[src/sv/sts_pkg.sv]
// Shared types, constants and helper functions for the SQL token scanner.
// Depends on nothing; every other file imports it.
`timescale 1ns / 1ps

package sts_pkg;

    localparam int OFFSET_BITS   = 16;
    localparam int KEYWORD_CHARS = 7;
    localparam int TOKEN_BITS    = 16;
    localparam int KIND_BITS     = 5;
    localparam int KW_COUNT      = 15;
    localparam int KW_MAX_LEN    = 7;
    localparam int WIN_IDX_BITS  = $clog2(KEYWORD_CHARS);

    typedef logic [OFFSET_BITS-1:0] offset_t;
    typedef logic [KEYWORD_CHARS-1:0][7:0] kw_window_t;
    typedef logic [KIND_BITS-1:0] kind_t;

    localparam offset_t OFFSET_MAX = {OFFSET_BITS{1'b1}};

    typedef enum logic [2:0] {
        MODE_IDLE,
        MODE_IDENT,
        MODE_NUMBER,
        MODE_STRING,
        MODE_LT,
        MODE_GT,
        MODE_BANG
    } scan_mode_t;

    localparam kind_t KIND_END    = 5'd0;
    localparam kind_t KIND_IDENT  = 5'd1;
    localparam kind_t KIND_NUMBER = 5'd2;
    localparam kind_t KIND_STRING = 5'd3;
    localparam kind_t KIND_KW0    = 5'd4;
    localparam kind_t KIND_STAR   = 5'd19;
    localparam kind_t KIND_COMMA  = 5'd20;
    localparam kind_t KIND_SEMI   = 5'd21;
    localparam kind_t KIND_LPAR   = 5'd22;
    localparam kind_t KIND_RPAR   = 5'd23;
    localparam kind_t KIND_EQ     = 5'd24;
    localparam kind_t KIND_LT     = 5'd25;
    localparam kind_t KIND_LTE    = 5'd26;
    localparam kind_t KIND_GT     = 5'd27;
    localparam kind_t KIND_GTE    = 5'd28;
    localparam kind_t KIND_NEQ    = 5'd29;

    localparam logic [7:0] CHAR_NUL    = 8'h00;
    localparam logic [7:0] CHAR_DQUOTE = 8'h22;
    localparam logic [7:0] CHAR_SQUOTE = 8'h27;
    localparam logic [7:0] CHAR_UNDER  = 8'h5F;
    localparam logic [7:0] CHAR_LT     = 8'h3C;
    localparam logic [7:0] CHAR_GT     = 8'h3E;
    localparam logic [7:0] CHAR_BANG   = 8'h21;
    localparam logic [7:0] CHAR_STAR   = 8'h2A;
    localparam logic [7:0] CHAR_COMMA  = 8'h2C;
    localparam logic [7:0] CHAR_SEMI   = 8'h3B;
    localparam logic [7:0] CHAR_LPAR   = 8'h28;
    localparam logic [7:0] CHAR_RPAR   = 8'h29;
    localparam logic [7:0] CHAR_EQ     = 8'h3D;

    // Keyword text is right-aligned: the last character sits in bits 7:0.
    localparam logic [63:0] KW_TEXT [KW_COUNT] = '{
        64'("SELECT"), 64'("INSERT"), 64'("DELETE"), 64'("UPDATE"), 64'("CREATE"),
        64'("TABLE"), 64'("FROM"), 64'("WHERE"), 64'("VALUES"), 64'("VARCHAR"),
        64'("INTO"), 64'("SET"), 64'("AND"), 64'("OR"), 64'("INT")
    };
    localparam logic [2:0] KW_LEN [KW_COUNT] = '{
        3'd6, 3'd6, 3'd6, 3'd6, 3'd6, 3'd5, 3'd4, 3'd5, 3'd6, 3'd7,
        3'd4, 3'd3, 3'd3, 3'd2, 3'd3
    };

    typedef struct packed {
        kind_t                 token_kind;
        logic [TOKEN_BITS-1:0] token_start;
        logic [TOKEN_BITS-1:0] token_length;
        logic                  string_closed;
        logic                  last_of_run;
    } token_t;

    function automatic logic is_alpha(logic [7:0] c);
        return (c >= 8'h41 && c <= 8'h5A) || (c >= 8'h61 && c <= 8'h7A);
    endfunction

    function automatic logic is_digit(logic [7:0] c);
        return c >= 8'h30 && c <= 8'h39;
    endfunction

    function automatic logic is_space(logic [7:0] c);
        return c == 8'h20 || (c >= 8'h09 && c <= 8'h0D);
    endfunction

    function automatic logic [7:0] to_upper(logic [7:0] c);
        return (c >= 8'h61 && c <= 8'h7A) ? c - 8'h20 : c;
    endfunction

    function automatic offset_t sat_inc(offset_t v);
        return (v == OFFSET_MAX) ? OFFSET_MAX : v + offset_t'(1);
    endfunction

endpackage

[src/sv/sts_channels.sv]
// Valid/ready channel interfaces for the scanner: text bytes in, tokens out.
// Depends on sts_pkg.
`timescale 1ns / 1ps

interface sts_text_if import sts_pkg::*; ();
    logic       valid;
    logic       ready;
    logic       action;
    logic [7:0] char_byte;

    modport source (output valid, output action, output char_byte, input ready);
    modport sink (input valid, input action, input char_byte, output ready);
endinterface

interface sts_token_if import sts_pkg::*; ();
    logic                  valid;
    logic                  ready;
    kind_t                 token_kind;
    logic [TOKEN_BITS-1:0] token_start;
    logic [TOKEN_BITS-1:0] token_length;
    logic                  string_closed;
    logic                  last_of_run;

    modport source (output valid, output token_kind, output token_start,
                    output token_length, output string_closed, output last_of_run,
                    input ready);
    modport sink (input valid, input token_kind, input token_start,
                  input token_length, input string_closed, input last_of_run,
                  output ready);
endinterface

[src/sv/sql_token_scanner.sv]
// Top level of the SQL token scanner: byte scanner state and the token queue.
// Depends on sts_pkg and the channel interfaces in sts_channels.sv.
`timescale 1ns / 1ps

// The scanner takes one text item per clock cycle and updates its state in the
// same cycle; each item yields zero, one or two tokens, which go into a
// four-entry queue that drains one token per cycle on the token channel while
// its ready is high. Input ready is high whenever at least two queue entries
// are free, so text streams at one item per cycle as long as tokens are taken
// at least as fast as they are produced. No clearing pass follows reset.
module sql_token_scanner import sts_pkg::*; (
    input logic         clk,
    input logic         rst_n,
    sts_text_if.sink    text,
    sts_token_if.source tokens
);

    localparam int QUEUE_DEPTH = 4;
    localparam int QPTR_BITS   = $clog2(QUEUE_DEPTH);
    localparam int QCNT_BITS   = $clog2(QUEUE_DEPTH + 1);

    scan_mode_t mode_reg, mode_next;
    logic       quote_reg, quote_next;
    offset_t    pos_reg, pos_next;
    offset_t    start_reg, start_next;
    offset_t    len_reg, len_next;
    kw_window_t window_reg, window_next;

    token_t                queue_reg [QUEUE_DEPTH];
    logic [QPTR_BITS-1:0]  wr_ptr_reg, wr_ptr_next;
    logic [QPTR_BITS-1:0]  rd_ptr_reg, rd_ptr_next;
    logic [QCNT_BITS-1:0]  count_reg, count_next;

    token_t     slot0, slot1;
    logic [1:0] push_n;
    logic       accept;
    logic       pop;
    token_t     head;

    function automatic kind_t ident_kind(kw_window_t w, offset_t len);
        kind_t kind;
        logic  hit;
        kind = KIND_IDENT;
        for (int k = KW_COUNT - 1; k >= 0; k--) begin
            hit = (len == offset_t'(KW_LEN[k]));
            for (int i = 0; i < KW_MAX_LEN; i++) begin
                if (i < int'(KW_LEN[k]) &&
                    w[i] != KW_TEXT[k][8 * (int'(KW_LEN[k]) - 1 - i) +: 8]) begin
                    hit = 1'b0;
                end
            end
            if (hit) begin
                kind = KIND_KW0 + kind_t'(k);
            end
        end
        return kind;
    endfunction

    function automatic token_t make_token(kind_t kind, offset_t start, offset_t len,
                                          logic closed);
        token_t t;
        t.token_kind    = kind;
        t.token_start   = TOKEN_BITS'(start);
        t.token_length  = TOKEN_BITS'(len);
        t.string_closed = closed;
        t.last_of_run   = 1'b0;
        return t;
    endfunction

    assign accept = text.valid && text.ready;
    assign pop    = tokens.valid && tokens.ready;

    always_comb
    begin
        token_t     flush_tok, scan_tok, done_tok, end_tok;
        logic       flush_v, scan_v, done_v, cont;
        scan_mode_t idle_mode;
        logic       idle_quote;
        offset_t    idle_start, idle_len;
        kw_window_t idle_window;
        logic [7:0] c;
        logic       quote_hit;

        c = text.char_byte;

        mode_next   = mode_reg;
        quote_next  = quote_reg;
        pos_next    = pos_reg;
        start_next  = start_reg;
        len_next    = len_reg;
        window_next = window_reg;
        slot0       = make_token(KIND_END, pos_reg, '0, 1'b0);
        slot1       = slot0;
        push_n      = 2'd0;

        flush_v = (mode_reg != MODE_IDLE);
        unique case (mode_reg)
            MODE_IDENT:  flush_tok = make_token(ident_kind(window_reg, len_reg),
                                                start_reg, len_reg, 1'b0);
            MODE_NUMBER: flush_tok = make_token(KIND_NUMBER, start_reg, len_reg, 1'b0);
            MODE_STRING: flush_tok = make_token(KIND_STRING, start_reg, len_reg, 1'b0);
            MODE_LT:     flush_tok = make_token(KIND_LT, start_reg, offset_t'(1), 1'b0);
            MODE_GT:     flush_tok = make_token(KIND_GT, start_reg, offset_t'(1), 1'b0);
            MODE_BANG:   flush_tok = make_token(KIND_IDENT, start_reg, offset_t'(1), 1'b0);
            default:     flush_tok = make_token(KIND_END, start_reg, '0, 1'b0);
        endcase

        // Scan of the byte from the idle state, at the current offset.
        idle_mode   = MODE_IDLE;
        idle_quote  = quote_reg;
        idle_start  = start_reg;
        idle_len    = len_reg;
        idle_window = window_reg;
        scan_v      = 1'b0;
        scan_tok    = make_token(KIND_IDENT, pos_reg, offset_t'(1), 1'b0);
        priority if (is_space(c))
        begin
            scan_v = 1'b0;
        end
        else if (is_alpha(c))
        begin
            idle_mode      = MODE_IDENT;
            idle_window    = '0;
            idle_window[0] = to_upper(c);
            idle_start     = pos_reg;
            idle_len       = offset_t'(1);
        end
        else if (is_digit(c))
        begin
            idle_mode  = MODE_NUMBER;
            idle_start = pos_reg;
            idle_len   = offset_t'(1);
        end
        else if (c == CHAR_SQUOTE || c == CHAR_DQUOTE)
        begin
            idle_mode  = MODE_STRING;
            idle_quote = (c == CHAR_DQUOTE);
            idle_start = sat_inc(pos_reg);
            idle_len   = '0;
        end
        else if (c == CHAR_LT || c == CHAR_GT || c == CHAR_BANG)
        begin
            idle_mode  = (c == CHAR_LT) ? MODE_LT : (c == CHAR_GT) ? MODE_GT : MODE_BANG;
            idle_start = pos_reg;
            idle_len   = offset_t'(1);
        end
        else
        begin
            scan_v = 1'b1;
            unique case (c)
                CHAR_STAR:  scan_tok.token_kind = KIND_STAR;
                CHAR_COMMA: scan_tok.token_kind = KIND_COMMA;
                CHAR_SEMI:  scan_tok.token_kind = KIND_SEMI;
                CHAR_LPAR:  scan_tok.token_kind = KIND_LPAR;
                CHAR_RPAR:  scan_tok.token_kind = KIND_RPAR;
                CHAR_EQ:    scan_tok.token_kind = KIND_EQ;
                default:    scan_tok.token_kind = KIND_IDENT;
            endcase
        end

        // Continuation of the pending token, or a token closed by this byte.
        cont      = 1'b0;
        done_v    = 1'b0;
        done_tok  = make_token(KIND_STRING, start_reg, len_reg, 1'b1);
        quote_hit = quote_reg ? (c == CHAR_DQUOTE) : (c == CHAR_SQUOTE);
        unique case (mode_reg)
            MODE_IDENT:
            begin
                cont = is_alpha(c) || is_digit(c) || c == CHAR_UNDER;
            end
            MODE_NUMBER:
            begin
                cont = is_digit(c);
            end
            MODE_STRING:
            begin
                done_v = quote_hit;
                cont   = !quote_hit && c != CHAR_NUL;
            end
            MODE_LT, MODE_GT, MODE_BANG:
            begin
                done_v   = (c == CHAR_EQ);
                done_tok = make_token((mode_reg == MODE_LT) ? KIND_LTE :
                                      (mode_reg == MODE_GT) ? KIND_GTE : KIND_NEQ,
                                      start_reg, offset_t'(2), 1'b0);
            end
            default:
            begin
                cont = 1'b0;
            end
        endcase

        end_tok = make_token(KIND_END, pos_reg, '0, 1'b0);

        if (accept)
        begin
            if (text.action)
            begin
                mode_next = MODE_IDLE;
                pos_next  = '0;
                if (flush_v)
                begin
                    slot0  = flush_tok;
                    slot1  = end_tok;
                    push_n = 2'd2;
                end
                else
                begin
                    slot0  = end_tok;
                    push_n = 2'd1;
                end
            end
            else
            begin
                pos_next = sat_inc(pos_reg);
                if (cont)
                begin
                    if (mode_reg == MODE_IDENT &&
                        len_reg < offset_t'(KEYWORD_CHARS))
                    begin
                        window_next[len_reg[WIN_IDX_BITS-1:0]] = to_upper(c);
                    end
                    len_next = sat_inc(len_reg);
                end
                else if (done_v)
                begin
                    mode_next = MODE_IDLE;
                    slot0     = done_tok;
                    push_n    = 2'd1;
                end
                else
                begin
                    mode_next   = idle_mode;
                    quote_next  = idle_quote;
                    start_next  = idle_start;
                    len_next    = idle_len;
                    window_next = idle_window;
                    if (flush_v)
                    begin
                        slot0  = flush_tok;
                        slot1  = scan_tok;
                        push_n = scan_v ? 2'd2 : 2'd1;
                    end
                    else
                    begin
                        slot0  = scan_tok;
                        push_n = scan_v ? 2'd1 : 2'd0;
                    end
                end
            end
        end

        slot0.last_of_run = (push_n == 2'd1);
        slot1.last_of_run = 1'b1;
    end

    assign wr_ptr_next = wr_ptr_reg + QPTR_BITS'(push_n);
    assign rd_ptr_next = rd_ptr_reg + QPTR_BITS'(pop);
    assign count_next  = count_reg + QCNT_BITS'(push_n) - QCNT_BITS'(pop);

    always_ff @(posedge clk or negedge rst_n)
    begin
        if (!rst_n)
        begin
            mode_reg   <= MODE_IDLE;
            quote_reg  <= 1'b0;
            pos_reg    <= '0;
            start_reg  <= '0;
            len_reg    <= '0;
            window_reg <= '0;
            wr_ptr_reg <= '0;
            rd_ptr_reg <= '0;
            count_reg  <= '0;
        end
        else
        begin
            mode_reg   <= mode_next;
            quote_reg  <= quote_next;
            pos_reg    <= pos_next;
            start_reg  <= start_next;
            len_reg    <= len_next;
            window_reg <= window_next;
            wr_ptr_reg <= wr_ptr_next;
            rd_ptr_reg <= rd_ptr_next;
            count_reg  <= count_next;
        end
    end

    always_ff @(posedge clk)
    begin
        if (push_n != 2'd0)
        begin
            queue_reg[wr_ptr_reg] <= slot0;
        end
        if (push_n == 2'd2)
        begin
            queue_reg[wr_ptr_reg + QPTR_BITS'(1)] <= slot1;
        end
    end

    assign head       = queue_reg[rd_ptr_reg];
    assign text.ready = (count_reg <= QCNT_BITS'(QUEUE_DEPTH - 2));

    assign tokens.valid         = (count_reg != '0);
    assign tokens.token_kind    = head.token_kind;
    assign tokens.token_start   = head.token_start;
    assign tokens.token_length  = head.token_length;
    assign tokens.string_closed = head.string_closed;
    assign tokens.last_of_run   = head.last_of_run;

endmodule

[src/flat_wrapper.sv]
// flat-port wrapper written by rule: the top's interface ports become plain ports
module sql_token_scanner_flat import sts_pkg::*;
  (clk, rst_n, text_valid, text_action, text_char_byte, text_ready, tokens_valid, tokens_token_kind, tokens_token_start, tokens_token_length, tokens_string_closed, tokens_last_of_run, tokens_ready);
  sts_text_if text_i ();
  sts_token_if tokens_i ();
  input logic clk;
  input logic rst_n;
  input wire logic [$bits(text_i.valid)-1:0] text_valid;
  input wire logic [$bits(text_i.action)-1:0] text_action;
  input wire logic [$bits(text_i.char_byte)-1:0] text_char_byte;
  output wire logic [$bits(text_i.ready)-1:0] text_ready;
  output wire logic [$bits(tokens_i.valid)-1:0] tokens_valid;
  output wire logic [$bits(tokens_i.token_kind)-1:0] tokens_token_kind;
  output wire logic [$bits(tokens_i.token_start)-1:0] tokens_token_start;
  output wire logic [$bits(tokens_i.token_length)-1:0] tokens_token_length;
  output wire logic [$bits(tokens_i.string_closed)-1:0] tokens_string_closed;
  output wire logic [$bits(tokens_i.last_of_run)-1:0] tokens_last_of_run;
  input wire logic [$bits(tokens_i.ready)-1:0] tokens_ready;
  assign text_i.valid = text_valid;
  assign text_i.action = text_action;
  assign text_i.char_byte = text_char_byte;
  assign text_ready = text_i.ready;
  assign tokens_valid = tokens_i.valid;
  assign tokens_token_kind = tokens_i.token_kind;
  assign tokens_token_start = tokens_i.token_start;
  assign tokens_token_length = tokens_i.token_length;
  assign tokens_string_closed = tokens_i.string_closed;
  assign tokens_last_of_run = tokens_i.last_of_run;
  assign tokens_i.ready = tokens_ready;
  sql_token_scanner u_core (.clk(clk), .rst_n(rst_n), .text(text_i), .tokens(tokens_i));
endmodule
[config.mk]
export PLATFORM = sky130hd
export DESIGN_NAME = sql_token_scanner_flat
export DESIGN_NICKNAME = d
export VERILOG_FILES = /design/src/sv/sts_pkg.sv /design/src/sv/sts_channels.sv /design/src/sv/sql_token_scanner.sv /design/src/flat_wrapper.sv
export SDC_FILE = /design/constraint.sdc
export NUM_CORES = 1
export LEC_CHECK = 0
export BUFFER_PORTS_ARGS = -buffer_cell sky130_fd_sc_hd__buf_2
export CORE_UTILIZATION = 62
export DETAILED_ROUTE_END_ITERATION = 10
export MAX_ROUTING_LAYER = met4
export PLACE_DENSITY_LB_ADDON = 0.12
export SLEW_MARGIN = 10
export SYNTH_ARGS = -nofsm -noshare
export SYNTH_HDL_FRONTEND = slang
export SYNTH_SLANG_ARGS = --single-unit
export TNS_END_PERCENT = 1
[constraint.sdc]
create_clock -name clk -period 3.59 [get_ports clk]
set_clock_uncertainty 0.1 [all_clocks]
set_input_delay 0.5385 -clock clk [delete_from_list [all_inputs] [get_ports clk]]
set_output_delay 0.5385 -clock clk [all_outputs]
set_load 0.01 [all_outputs]
==> results.py <==
metrics = {
    "pwr": {
        "power_density_mw_per_mm2": 569,
        "p_leak_uw": 0.00647,
        "peakVddDrop_uv": 397,
    },
    "timing": {
        "fin_crit_sh_pct": 98.7,
        "rsz0062_at_grt": "true",
        "setup_slack_ns": 0.0455,
        "setup_viol": 0,
        "fmax_mhz": 282,
        "slew_violations": 0,
        "finalHoldViolations": 0,
        "fin_crit_ns": 3.54,
        "worstMarginPinSlew_ns": 1.21,
        "slew_headroom_pct": 18.9,
    },
    "setup_path": {
        "crit_path_end_kind": "register",
        "worstRegToRegCells": 9,
        "r2r_end": "u_core.queue_reg[1][34]",
        "required_ns": 3.91,
        "critical_path.max_stage_delay_ns": 0.96,
        "reg2reg_slack_ns": 0.18,
        "crit_family": "simple AND/OR/NAND/NOR gates",
        "critical_path.cell_chain": "buf_2 -> or4_4 -> o211ai_1 -> o22a_1 -> o211ai_1 -> nor2b_1 -> ha_1 -> nor3_2 -> a21oi_2 -> o21ai_4 -> nor3_2 -> a22o_1",
        "start_kind": "primary input",
        "cp-endpoint": "u_core.queue_reg[3][20]",
        "critPathArrivalTime_ns": 3.86,
        "worst-path-buf-inv": 1,
        "worst-path-stages": 12,
        "critPathKind": "in -> reg",
        "crit_slowest_cell": "nor3_2",
        "crit_start": "text_char_byte[1]",
        "cp_max_fo": 16,
        "crit-reg2reg-launch": "u_core.window_reg[29]",
    },
    "grt": {
        "grt_pass1_wl_mm": 62.8,
        "antenna_found_initial": 0,
        "grt_pass1_vias": 11526,
        "grt_usage_pct": 34.7,
        "grt.overflow.total": 0,
        "grt_max_degree": 69,
    },
    "floorplan": {
        "die_area_mm2": 0.0236,
        "coreArea_mm2": 0.0226,
        "start_util_pct": 63.2,
        "ioPinCount": 54,
        "num_rows": 55,
        "fp.dieW_um": 154,
        "die_h_um": 154,
    },
    "yosys": {
        "yosys.cell_types.count": 90,
        "synth_top_cell_by_area": "dfrtp_1",
        "syn_nets": 1387,
        "yosys_register_bits": 271,
        "syn_inst": 1359,
        "synth_top_area_share_pct": 20.2,
        "yosys_warnings": 0,
        "synth_edf_count": 88,
        "yosysSeqAreaShare_pct": 48.3,
        "synthArstFlopShare_pct": 42.4,
        "syn_avg_cell_area_um2": 10.5,
        "synth_ff_type": "dfrtp_1",
        "synthesis.area_mm2": 0.0143,
        "synth_top_cells_by_area": "dfrtp_1 20%, edfxtp_1 19%, dfxtp_1 9.5%",
    },
    "cts": {
        "cts_buffers": 29,
        "cts.clk_slew.worst_paths_ns": 0.06,
        "cts-htree-levels": 1,
        "cts_tree": "built",
        "clockRootBuffer": "clkbuf_16",
        "cts_sinks": 271,
        "clk_latency_ns": 0.56,
        "ctsLongestPathBuffers": 3,
        "post_cts_buffers": 0,
    },
    "finish": {
        "final_net_count": 1492,
        "largest_reg_flops": 156,
        "postLayoutCoreUtil_pct": 73.8,
        "fin_cells": 1771,
        "drive_gt1_share_pct": 22.1,
        "fin_area_mm2": 0.0166,
        "area_delta_synth_final_pct": 16.8,
        "fillers": 1605,
        "antenna_cells": 0,
    },
    "route": {
        "wl_per_cell_um": 22.3,
        "routed_wl_mm": 39.6,
        "viasPerCell": 6.82,
        "ant_nets": 0,
        "drtIter0Drc": 1239,
        "drt_pass1_iterations": 7,
        "drc": 0,
        "vias": 12079,
    },
    "placed_design": {
        "place_ws_ns": -0.472,
        "io_buffer_count": 53,
        "routabilityCongestion": 0.956,
        "place_inst": 1718,
        "dpl_cell_area_mm2": 0.0157,
        "hpwl_mm": 27.2,
    },
    "outcome": {
        "status": "finished, final reports clean",
    },
    "min_path": {
        "holdCritPathClass": "in -> async",
    },
    "run": {
        "drv_cap": 0,
    },
}
-- what timing repair did --
| action | in CTS | in global routing |
|---|---|---|
| gates resized for setup | 0 | 3 |
| hold buffers | 0 | 0 |
| hold endpoints to repair | 0 | 0 |
| setup endpoints to repair | 0 | 36 |
-- cell usage after synthesis, types with 7 or more instances --
master    count
and2_1        7
or3_1         7
nand2b_1     18
dfxtp_1      68
o21ai_1       8
o211ai_1      8
edfxtp_1     88
nor2_1       72
buf_2        20
o21ai_0      89
dfrtp_1     115
nor3_1       25
a22o_1       93
nand3_1      51
a31oi_1      21
a32o_1       43
nand2_1     124
nor4b_1       7
a21oi_1      76
mux4_2       39
nor4bb_1     10
ha_1         14
and3_1       11
clkbuf_1     73
nor4_1       12
nor3b_1      10
or4_1         7
nor2b_1      12
buf_1        15
o22a_1       10
a21o_1        8
o22ai_1      16
nand4_1      14
inv_1        28
-- power breakdown --
group / switching, uW / internal [uW]
clock: 1220 / 1690
combinational: 1650 / 1140
sequential: 318 / 3460
-- placed cells by master (no fill, tap or decap), types with 8 or more instances in the layout --
master / netlist / final
a21o_1: 8 / 8
a21oi_1: 76 / 75
a22o_1: 93 / 93
a31oi_1: 21 / 21
a32o_1: 43 / 43
and3_1: 11 / 11
buf_12: 0 / 17
buf_2: 20 / 52
buf_4: 1 / 118
clkbuf_1: 73 / 8
clkbuf_16: 0 / 29
dfrtp_1: 115 / 113
dfxtp_1: 68 / 68
edfxtp_1: 88 / 88
ha_1: 14 / 14
inv_1: 28 / 25
mux4_2: 39 / 39
nand2_1: 124 / 123
nand2b_1: 18 / 18
nand3_1: 51 / 51
nand4_1: 14 / 14
nor2_1: 72 / 69
nor2b_1: 12 / 12
nor3_1: 25 / 20
nor3_2: 3 / 8
nor3b_1: 10 / 10
nor4_1: 12 / 11
nor4bb_1: 10 / 10
o211ai_1: 8 / 8
o21ai_0: 89 / 89
o21ai_1: 8 / 8
o22a_1: 10 / 10
o22ai_1: 16 / 16
-- metal layers --
metal / track usage [%] / part of all wire, %
met3: 5.24 / 10
met2: 52.6 / 45
met1: 49.8 / 43
met5: - / 0
met4: 7.38 / 1.8
-- stage by stage --
step           power [uW]  setup TNS [ns]  hold WS (ns)
2_1_floorplan        5480          -33.63         0.143
3_3_place_gp         6490          -35.44         0.339
3_5_place_dp         6560          -57.89         0.349
4_1_cts              9460               0        0.0487
5_1_grt              9850           -4.18        0.0893
6_report             9480               0       0.00835
-- area by class of cell --
type | instances | area [um2] | area share, %
flip-flops and latches | 271 | 6880 | 41.3
multi-input cells | 947 | 6870 | 41.3
repair buffers | 187 | 1490 | 8.93
clock buffers | 39 | 783 | 4.70
well taps | 285 | 357 | 2.14
clock inverters | 14 | 149 | 0.894
inverters | 28 | 116 | 0.699
-- cells by family (layout without fill, tap and decap cells) --
family          count (synthesis)  in the layout  synth area share [%]
xor+xnor                        8              8                 0.492
simple gates                  440            440                  16.8
mux                            46             46                  6.70
fa+ha+maj                      15             15                  1.37
buf+inv                       141            268                  4.12
compound gates                438            438                  22.3
flops                         271            271                  48.3
-- how the worst min path moves through the flow --
| stage | start | depth (start not counted) | slack (ns) | end |
|---|---|---|---|---|
| after floorplan | rst_n | 0 | 0.14 | u_core.count_reg[0] |
| after CTS | rst_n | 1 | 0.05 | u_core.start_reg[6] |
| after global routing | rst_n | 1 | 0.09 | u_core.start_reg[6] |
| after detailed placement | u_core.queue_reg[1][4] | 2 | 0.35 | u_core.queue_reg[1][4] |
| after global placement | u_core.queue_reg[1][3] | 2 | 0.34 | u_core.queue_reg[1][3] |
| final | rst_n | 1 | 0.008 | u_core.start_reg[6] |
Power figures use the tool's default switching activity.
